$ cat config.mk
export PLATFORM = sky130hd
export DESIGN_NAME = weighted_group_collapse
export DESIGN_NICKNAME = d
export VERILOG_FILES = /design/src/rtl/wgc_pkg.sv /design/src/rtl/wgc_accum.sv /design/src/rtl/wgc_divider.sv /design/src/rtl/weighted_group_collapse.sv
export SDC_FILE = /design/constraint.sdc
export NUM_CORES = 2
export LEC_CHECK = 0
export ABC_AREA = 1
export BUFFER_PORTS_ARGS = -buffer_cell sky130_fd_sc_hd__buf_2
export CAP_MARGIN = 20
export CORE_ASPECT_RATIO = 1.4
export CORE_UTILIZATION = 55
export DETAILED_ROUTE_END_ITERATION = 6
export GPL_TIMING_DRIVEN = 0
export MAX_ROUTING_LAYER = met4
export PLACE_DENSITY = 0.68
export SLEW_MARGIN = 20
export SYNTH_ARGS = -nofsm -noshare
export SYNTH_HDL_FRONTEND = slang
export SYNTH_SLANG_ARGS = --single-unit
$ cat constraint.sdc
create_clock -name aclk -period 8.5 [get_ports aclk]
set_input_delay 1.275 -clock aclk [delete_from_list [all_inputs] [get_ports aclk]]
set_output_delay 1.275 -clock aclk [all_outputs]
set_load 0.1 [all_outputs]
$ cat src/rtl/wgc_pkg.sv
`timescale 1ns / 1ps
// Shared types, widths and constants for the weighted group collapse block.
package wgc_pkg;

    // Field and accumulator widths
    localparam int VALUE_W   = 32;
    localparam int WEIGHT_W  = 32;
    localparam int WSUM_W    = 64;
    localparam int WTSUM_W   = 48;
    localparam int RESULT_W  = 48;
    localparam int FRAC_BITS_DEFAULT = 16;

    // Stream packing widths
    localparam int S_TDATA_W = VALUE_W + WEIGHT_W;
    localparam int M_TDATA_W = RESULT_W;
    localparam int M_TUSER_W = 2;

    // Divider step counter
    localparam int DIV_STEPS = WSUM_W;
    localparam int DIV_CNT_W = $clog2(DIV_STEPS);

    // Result clamp limits, held as 64-bit magnitudes
    localparam logic [WSUM_W-1:0] RES_POS_MAX = {{(WSUM_W-RESULT_W+1){1'b0}},
                                                 {(RESULT_W-1){1'b1}}};
    localparam logic [WSUM_W-1:0] RES_NEG_MAG = {{(WSUM_W-RESULT_W){1'b0}}, 1'b1,
                                                 {(RESULT_W-1){1'b0}}};

    // Sequencer states
    typedef enum logic [2:0] {
        ST_IDLE,
        ST_MUL,
        ST_ACC,
        ST_CLOSE,
        ST_DIV,
        ST_FIN
    } wgc_state_t;

    // Accumulator control from the sequencer
    typedef struct packed {
        logic mul_en;
        logic add_en;
        logic clear;
    } wgc_acc_ctl_t;

    // Divider status back to the sequencer
    typedef struct packed {
        logic busy;
        logic done;
    } wgc_div_sts_t;

endpackage

$ cat src/rtl/wgc_accum.sv
`timescale 1ns / 1ps
// Sample multiplier and saturating weight / weighted-value accumulators.
module wgc_accum (
    input  logic                              aclk,
    input  logic                              aresetn,
    input  wgc_pkg::wgc_acc_ctl_t             ctl,
    input  logic signed [wgc_pkg::VALUE_W-1:0] sample_value,
    input  logic [wgc_pkg::WEIGHT_W-1:0]      sample_weight,
    output logic signed [wgc_pkg::WSUM_W-1:0] weighted_sum,
    output logic [wgc_pkg::WTSUM_W-1:0]       weight_sum,
    output logic                              clip_seen
);
    import wgc_pkg::*;

    logic signed [WSUM_W:0]   product_full;
    logic signed [WSUM_W-1:0] product_reg, product_next;
    logic signed [WSUM_W-1:0] wsum_reg, wsum_next;
    logic [WTSUM_W-1:0]       wtsum_reg, wtsum_next;
    logic                     clip_reg, clip_next;
    logic [WSUM_W:0]          wsum_add;
    logic [WTSUM_W:0]         wtsum_add;
    logic                     wsum_ovf, wtsum_ovf;

    // Signed value times unsigned weight; the product always fits 64 bits
    assign product_full = sample_value * $signed({1'b0, sample_weight});
    assign product_next = ctl.mul_en ? product_full[WSUM_W-1:0] : product_reg;

    // Sign-extended (weighted sum) and zero-extended (weight sum) adds expose overflow in the extra bit
    assign wsum_add  = {wsum_reg[WSUM_W-1], wsum_reg} +
                       {product_reg[WSUM_W-1], product_reg};
    assign wsum_ovf  = wsum_add[WSUM_W] != wsum_add[WSUM_W-1];
    assign wtsum_add = {1'b0, wtsum_reg} +
                       {{(WTSUM_W-WEIGHT_W+1){1'b0}}, sample_weight};
    assign wtsum_ovf = wtsum_add[WTSUM_W];

    // Add one product and weight with clamping, or clear at group end
    always_comb begin
        wsum_next  = wsum_reg;
        wtsum_next = wtsum_reg;
        clip_next  = clip_reg;
        if (ctl.clear) begin
            wsum_next  = '0;
            wtsum_next = '0;
            clip_next  = 1'b0;
        end else if (ctl.add_en) begin
            if (wsum_ovf) begin
                wsum_next = wsum_add[WSUM_W] ? {1'b1, {(WSUM_W-1){1'b0}}}
                                             : {1'b0, {(WSUM_W-1){1'b1}}};
            end else begin
                wsum_next = wsum_add[WSUM_W-1:0];
            end
            wtsum_next = wtsum_ovf ? {WTSUM_W{1'b1}} : wtsum_add[WTSUM_W-1:0];
            clip_next  = clip_reg | wsum_ovf | wtsum_ovf;
        end
    end

    // Product register needs no reset
    always_ff @(posedge aclk) begin
        product_reg <= product_next;
    end

    always_ff @(posedge aclk) begin
        if (!aresetn) begin
            wsum_reg  <= '0;
            wtsum_reg <= '0;
            clip_reg  <= 1'b0;
        end else begin
            wsum_reg  <= wsum_next;
            wtsum_reg <= wtsum_next;
            clip_reg  <= clip_next;
        end
    end

    assign weighted_sum = wsum_reg;
    assign weight_sum   = wtsum_reg;
    assign clip_seen    = clip_reg;

endmodule

$ cat src/rtl/wgc_divider.sv
`timescale 1ns / 1ps
// Restoring divider, one quotient bit per cycle, for the group normalization.
module wgc_divider (
    input  logic                         aclk,
    input  logic                         aresetn,
    input  logic                         start,
    input  logic [wgc_pkg::WSUM_W-1:0]   dividend,
    input  logic [wgc_pkg::WTSUM_W-1:0]  divisor,
    output logic [wgc_pkg::WSUM_W-1:0]   quotient,
    output wgc_pkg::wgc_div_sts_t        sts
);
    import wgc_pkg::*;

    logic [WSUM_W-1:0]    quot_reg, quot_next;
    logic [WTSUM_W-1:0]   rem_reg, rem_next;
    logic [WTSUM_W-1:0]   dvsr_reg, dvsr_next;
    logic [DIV_CNT_W-1:0] cnt_reg, cnt_next;
    logic                 busy_reg, busy_next;
    logic                 done_reg, done_next;
    logic [WTSUM_W:0]     rem_shift;
    logic [WTSUM_W:0]     rem_diff;
    logic                 qbit;

    // Bring down the next dividend bit and try the subtract
    assign rem_shift = {rem_reg, quot_reg[WSUM_W-1]};
    assign rem_diff  = rem_shift - {1'b0, dvsr_reg};
    assign qbit      = !rem_diff[WTSUM_W];

    always_comb begin
        quot_next = quot_reg;
        rem_next  = rem_reg;
        dvsr_next = dvsr_reg;
        cnt_next  = cnt_reg;
        busy_next = busy_reg;
        done_next = 1'b0;
        if (start) begin
            quot_next = dividend;
            rem_next  = '0;
            dvsr_next = divisor;
            cnt_next  = '0;
            busy_next = 1'b1;
        end else if (busy_reg) begin
            quot_next = {quot_reg[WSUM_W-2:0], qbit};
            rem_next  = qbit ? rem_diff[WTSUM_W-1:0] : rem_shift[WTSUM_W-1:0];
            cnt_next  = cnt_reg + 1'b1;
            if (cnt_reg == DIV_CNT_W'(DIV_STEPS - 1)) begin
                busy_next = 1'b0;
                done_next = 1'b1;
            end
        end
    end

    // Datapath registers need no reset
    always_ff @(posedge aclk) begin
        quot_reg <= quot_next;
        rem_reg  <= rem_next;
        dvsr_reg <= dvsr_next;
        cnt_reg  <= cnt_next;
    end

    always_ff @(posedge aclk) begin
        if (!aresetn) begin
            busy_reg <= 1'b0;
            done_reg <= 1'b0;
        end else begin
            busy_reg <= busy_next;
            done_reg <= done_next;
        end
    end

    assign quotient = quot_reg;
    assign sts.busy = busy_reg;
    assign sts.done = done_reg;

endmodule

$ cat src/rtl/weighted_group_collapse.sv
`timescale 1ns / 1ps
// Top level of the weighted group collapse: sequencer, result clamp and output register.
//
// Each input beat carries one fine-group sample (value and weight in s_tdata, has_sample
// in s_tuser) and s_tlast closes the current coarse group. A beat that does not close a
// group passes through the 32x33 multiplier, then through the saturating accumulators,
// and the next beat is taken during the accumulate cycle. Without a divide a closing beat
// holds the input through multiply, accumulate, close, finish and the idle cycle that
// takes the next beat. With normalize set and a nonzero weight sum the shared restoring
// divider runs between close and finish: 64 steps of one quotient bit each, after which
// the quotient is picked up. The finish cycle repeats while the previous result has not
// yet been taken. The result is the weighted sum shifted right by FRAC_BITS, or divided
// by the weight sum, truncated toward zero and clamped to 48 bits signed. The user must
// write normalize (cfg_wdata, reset 1) only while idle; the block does not enforce it.
module weighted_group_collapse #(
    parameter int FRAC_BITS = wgc_pkg::FRAC_BITS_DEFAULT
) (
    input  logic                            aclk,
    input  logic                            aresetn,
    // Configuration: normalize
    input  logic                            cfg_we,
    input  logic                            cfg_wdata,
    // Sample stream
    input  logic                            s_tvalid,
    output logic                            s_tready,
    input  logic [wgc_pkg::S_TDATA_W-1:0]   s_tdata,  // [31:0] sample_value, [63:32] sample_weight
    input  logic                            s_tuser,  // [0] has_sample
    input  logic                            s_tlast,  // closes_group
    // Result stream
    output logic                            m_tvalid,
    input  logic                            m_tready,
    output logic [wgc_pkg::M_TDATA_W-1:0]   m_tdata,  // [47:0] group_result
    output logic [wgc_pkg::M_TUSER_W-1:0]   m_tuser   // [0] zero_weight, [1] saturated
);
    import wgc_pkg::*;

    wgc_state_t state_reg, state_next;

    logic                       normalize_reg, normalize_next;
    logic signed [VALUE_W-1:0]  value_reg, value_next;
    logic [WEIGHT_W-1:0]        weight_reg, weight_next;
    logic                       has_reg, has_next;
    logic                       closes_reg, closes_next;
    logic                       neg_reg, neg_next;
    logic [WSUM_W-1:0]          mag_reg, mag_next;
    logic                       m_valid_reg, m_valid_next;
    logic [RESULT_W-1:0]        m_data_reg, m_data_next;
    logic [M_TUSER_W-1:0]       m_user_reg, m_user_next;

    wgc_acc_ctl_t               acc_ctl;
    wgc_div_sts_t               div_sts;
    logic                       div_start;
    logic [WSUM_W-1:0]          quotient;
    logic signed [WSUM_W-1:0]   weighted_sum;
    logic [WTSUM_W-1:0]         weight_sum;
    logic                       clip_seen;

    logic                       s_accept;
    logic                       out_free;
    logic [WSUM_W-1:0]          sum_mag;
    logic [WSUM_W-1:0]          clamp_mag;
    logic                       clamp_hit;
    logic [RESULT_W-1:0]        result;

    // Shared arithmetic units
    wgc_accum u_accum (
        .aclk          (aclk),
        .aresetn       (aresetn),
        .ctl           (acc_ctl),
        .sample_value  (value_reg),
        .sample_weight (weight_reg),
        .weighted_sum  (weighted_sum),
        .weight_sum    (weight_sum),
        .clip_seen     (clip_seen)
    );

    wgc_divider u_divider (
        .aclk     (aclk),
        .aresetn  (aresetn),
        .start    (div_start),
        .dividend (sum_mag),
        .divisor  (weight_sum),
        .quotient (quotient),
        .sts      (div_sts)
    );

    assign s_accept = s_tvalid && s_tready;
    assign out_free = !m_valid_reg || m_tready;

    // Magnitude of the weighted sum; the most negative value maps to 2^63
    assign sum_mag = weighted_sum[WSUM_W-1] ? (~weighted_sum + 1'b1) : weighted_sum;

    // Clamp the magnitude to the signed 48-bit range and restore the sign
    always_comb begin
        clamp_mag = mag_reg;
        clamp_hit = 1'b0;
        if (neg_reg) begin
            if (mag_reg > RES_NEG_MAG) begin
                clamp_mag = RES_NEG_MAG;
                clamp_hit = 1'b1;
            end
        end else if (mag_reg > RES_POS_MAX) begin
            clamp_mag = RES_POS_MAX;
            clamp_hit = 1'b1;
        end
        result = neg_reg ? (~clamp_mag[RESULT_W-1:0] + 1'b1) : clamp_mag[RESULT_W-1:0];
    end

    // Sequencer: next state and unit control
    always_comb begin
        state_next     = state_reg;
        normalize_next = cfg_we ? cfg_wdata : normalize_reg;
        value_next     = value_reg;
        weight_next    = weight_reg;
        has_next       = has_reg;
        closes_next    = closes_reg;
        neg_next       = neg_reg;
        mag_next       = mag_reg;
        m_valid_next   = m_valid_reg && !m_tready;
        m_data_next    = m_data_reg;
        m_user_next    = m_user_reg;
        acc_ctl        = '0;
        div_start      = 1'b0;
        s_tready       = 1'b0;

        case (state_reg)
            ST_IDLE: begin
                s_tready = 1'b1;
            end
            ST_MUL: begin
                acc_ctl.mul_en = has_reg;
                state_next     = ST_ACC;
            end
            ST_ACC: begin
                acc_ctl.add_en = has_reg;
                s_tready       = !closes_reg;
                state_next     = closes_reg ? ST_CLOSE : ST_IDLE;
            end
            ST_CLOSE: begin
                neg_next = weighted_sum[WSUM_W-1];
                if (normalize_reg && (weight_sum != '0)) begin
                    div_start  = 1'b1;
                    state_next = ST_DIV;
                end else begin
                    mag_next   = sum_mag >> FRAC_BITS;
                    state_next = ST_FIN;
                end
            end
            ST_DIV: begin
                if (div_sts.done) begin
                    mag_next   = quotient;
                    state_next = ST_FIN;
                end
            end
            ST_FIN: begin
                if (out_free) begin
                    m_valid_next  = 1'b1;
                    m_data_next   = result;
                    m_user_next   = {clip_seen | clamp_hit, weight_sum == '0};
                    acc_ctl.clear = 1'b1;
                    state_next    = ST_IDLE;
                end
            end
            default: begin
                state_next = ST_IDLE;
            end
        endcase

        // Capture a new beat
        if (s_accept) begin
            value_next  = s_tdata[VALUE_W-1:0];
            weight_next = s_tdata[S_TDATA_W-1:VALUE_W];
            has_next    = s_tuser;
            closes_next = s_tlast;
            state_next  = ST_MUL;
        end
    end

    always_ff @(posedge aclk) begin
        if (!aresetn) begin
            state_reg     <= ST_IDLE;
            normalize_reg <= 1'b1;
            m_valid_reg   <= 1'b0;
        end else begin
            state_reg     <= state_next;
            normalize_reg <= normalize_next;
            m_valid_reg   <= m_valid_next;
        end
    end

    // Payload registers hold without reset
    always_ff @(posedge aclk) begin
        value_reg  <= value_next;
        weight_reg <= weight_next;
        has_reg    <= has_next;
        closes_reg <= closes_next;
        neg_reg    <= neg_next;
        mag_reg    <= mag_next;
        m_data_reg <= m_data_next;
        m_user_reg <= m_user_next;
    end

    assign m_tvalid = m_valid_reg;
    assign m_tdata  = m_data_reg;
    assign m_tuser  = m_user_reg;

endmodule

==> summary.md <==
| Metric | Value |
|---|---|
| Commonest non-fill, non-tap cell in the layout | `nand2_1` |
| Global-route wire length before repair | `400000 um` |
| Post-DP HPWL | `229000 um` |
| Reg2Reg Depth | `22` |
| Register area share after synthesis | `0.205` |
| Post-synthesis xor/xnor area fraction | `0.0316` |
| Post-Synth Adder-Cell Area | `0.340` |
| R2R setup slack | `-0.06 ns` |
| Final Max Slew Viols | `0` |
| Initial Utilization | `0.556` |
| Post-synth top area share | `0.260` |
| Worst setup EP type | `flip-flop` |
| Hold path endpoint | `normalize_reg$_SDFFE_PN1P_` |
| CTS clk-pin slew, worst paths | `0.06 ns` |
| Final WS setup | `-0.0590 ns` |
| DP Area | `72100 um^2` |
| Initial antenna violation count | `11` |
| Cells after Synth | `9192` |
| Later-pin clock latency in the skew report | `0.72 ns` |
| Largest family of logic cells by synthesized area | `adder cells` |
| Number of flops mapped to enable cells by yosys | `357` |
| Clk buf depth | `3` |
| Setup CP Type | `flip-flop to flip-flop` |
| Final Cell Area | `74600 um^2` |
| DR pass1 iterations | `7` |
| Top FF cell, synth | `edfxtp_1` |
| Synth area leaders | `fa_1, edfxtp_1, nand2_1, inv_1, ha_1` |
| Failing checks | `design-rule violations, negative setup slack` |
| DR vias/cell | `5.62` |
| Drt wl/cell | `24.8 um` |
| # DRC | `35` |
| Outcome | `finished, violations left` |
| Synth warnings | `0` |
| Synth-to-Final Area Change | `7.90%` |
| Via count | `62300` |
| Period minus WS final | `8.56 ns` |
| WP data arrival | `9.02 ns` |
| Largest net degree at the start of global routing | `55` |
| Post-synthesis mux area share | `0` |
| Syn nets | `10600` |
| # hold bufs at CTS | `0` |
| All-layer global routing usage | `0.450` |
| Min Hold Slack | `0.469 ns` |
| H-tree depth | `2` |
| Hold_sp | `normalize_reg$_SDFFE_PN1P_` |
| Worst hold stages | `2` |
| Simple-Gate Fraction of Synth Area | `0.207` |
| IO Count | `124` |
| TritonCTS clock tree | `done` |
| FMAX | `117 MHz` |
| Routed WL | `275000 um` |
| Maximum fanout along the worst path | `10` |
| Area leader, netlist | `fa_1` |
| CP startpoint kind | `flip-flop` |
| Floorplan row count | `153` |
| First DRT Iteration DRCs | `5234` |
| Number of global-route vias before repair | `64300` |
| RSZ-0062 raised after global routing | `no` |
| Routability Congestion | `1.15` |
| Syn avg cell area | `7.53 um^2` |
| Tightest Pin Transition | `1.22 ns` |
| Layout cells sized above 1 | `0.0505` |
| Core outline area | `124000 um^2` |
| ANT nets after route | `0` |
| R2R Path Start | `value_reg[31]$_DFFE_PP_` |
| Die width | `302 um` |
| Relative slew margins | `0.187` |
| Fin Clk Skew | `0.0348 ns` |
| WP data required | `8.96 ns` |
| Final hold vios | `0` |
| Flops & latches, synth | `531` |
| Synth Area in Compound Gates | `0.0772` |
| Grt total ovfl | `0` |
| Commonest non-fill, non-tap cells in the layout | `nand2_1, inv_1, fa_1` |
| Die area | `127000 um^2` |
| Final Cycle Share | `1.01` |
| Total CTS buffers | `57` |
| Netlist cell types | `54` |
| Setup-failing EPs final | `2` |
| Filler Cell Count | `11500` |
| Worst hold path type | `flip-flop to flip-flop` |
| IO buf count | `123` |
| Capturing point of the worst reg2reg path | `u_accum.product_reg[62]$_DFFE_PP_` |
| Sink Count | `531` |
| Root Buffer | `clkbuf_16` |
| Synthesized area | `69200 um^2` |
| Fin nets | `10800` |
| Async set-reset flop share out of synthesis | `0` |
| Chip height | `422 um` |
| Max cap viols | `0` |
critical path, stage by stage (launching register included):
cell	delay, ns
edfxtp_1	0.44
inv_1	0.21
clkdlybuf4s15_1	0.82
nor2_1	0.12
fa_1	0.52
inv_1	0.06
fa_1	0.47
fa_1	0.52
inv_1	0.06
fa_1	0.48
fa_1	0.53
fa_1	0.44
fa_1	0.72
ha_1	0.31
ha_1	0.49
nand2_1	0.14
nor2_2	0.44
inv_1	0.30
o21ai_0	0.42
a31oi_1	0.12
nand3_1	0.35
a21oi_1	0.15
xor2_1	0.16
cells in the mapped netlist (70+ instances only):
cell and number:
a21oi_1 396, a31oi_1 70, clkbuf_1 256, dfxtp_1 174, edfxtp_1 357, fa_1 900
ha_1 438, inv_1 2222, nand2_1 2370, nand3_1 296, nor2_1 659, o21ai_0 373
xnor2_1 83, xor2_1 167
per-layer routing:
| layer | vias up | share of wire | track usage | wire [um] |
|---|---|---|---|---|
| li1 | 28200 | - | - | - |
| met1 | 29600 | 0.31 | 0.426 | 86300 |
| met5 | - | 0 | - | 0 |
| met2 | 3141 | 0.49 | 0.753 | 134000 |
| met4 | 0 | 0.13 | 0.442 | 34800 |
| met3 | 1324 | 0.073 | 0.0811 | 20000 |
repair_timing:
action,CTS,global route
endpoints found under the setup margin,21,23
setup buffers,10,15
pin swaps,0,0
resized for setup,46,123
logic make-up after synthesis:
| family | count (synthesis) |
|---|---|
| flops | 531 |
| fa+ha+maj | 1338 |
| simple gates | 3558 |
| buf+inv | 2537 |
| compound gates | 978 |
| xor+xnor | 250 |
per-stage QoR:
step | TNS, ns | instances | util | worst slack (ns)
6_report | -0.118 | 11100 | 0.600 | -0.0590
5_1_grt | 0 | 11100 | 0.600 | 0.00188
4_1_cts | 0 | 11100 | 0.598 | 0.00845
3_5_place_dp | -5.14 | 11000 | 0.579 | -0.779
3_3_place_gp | -123.59 | 10900 | 0.577 | -1.74
2_1_floorplan | 0 | 9192 | - | 1.12
worst max-delay path by stage:
stage	slack, ns	from	depth (start not counted)	end
after global routing	0.002	value_reg[21]$_DFFE_PP_	22	u_accum.product_reg[62]$_DFFE_PP_
after CTS	0.008	weight_reg[23]$_DFFE_PP_	20	u_accum.product_reg[63]$_DFFE_PP_
after detailed placement	-0.78	weight_reg[28]$_DFFE_PP_	19	u_accum.product_reg[55]$_DFFE_PP_
after global placement	-1.74	u_accum.weight_sum[15]$_SDFFE_PP0P_	10	mag_reg[1]$_DFFE_PP_
after floorplan	1.12	u_accum.weight_sum[32]$_SDFFE_PP0P_	10	mag_reg[0]$_DFFE_PP_
final	-0.06	value_reg[31]$_DFFE_PP_	22	u_accum.product_reg[62]$_DFFE_PP_
final cells by class:
class	count	area (um^2)	area share
repair buffers	161	1100	0.0147
clock inverters	33	408	0.00546
well taps	1627	2040	0.0273
clock buffers	75	1690	0.0226
plain buffers	311	1460	0.0195
inverters	2225	8350	0.112
multi-input cells	6124	45400	0.608
diodes	10	25.0	0.000335
flip-flops and latches	531	14200	0.190
Power is not shown: default switching activity piles up to over one toggle a cycle in this logic, so the estimate is an artifact.
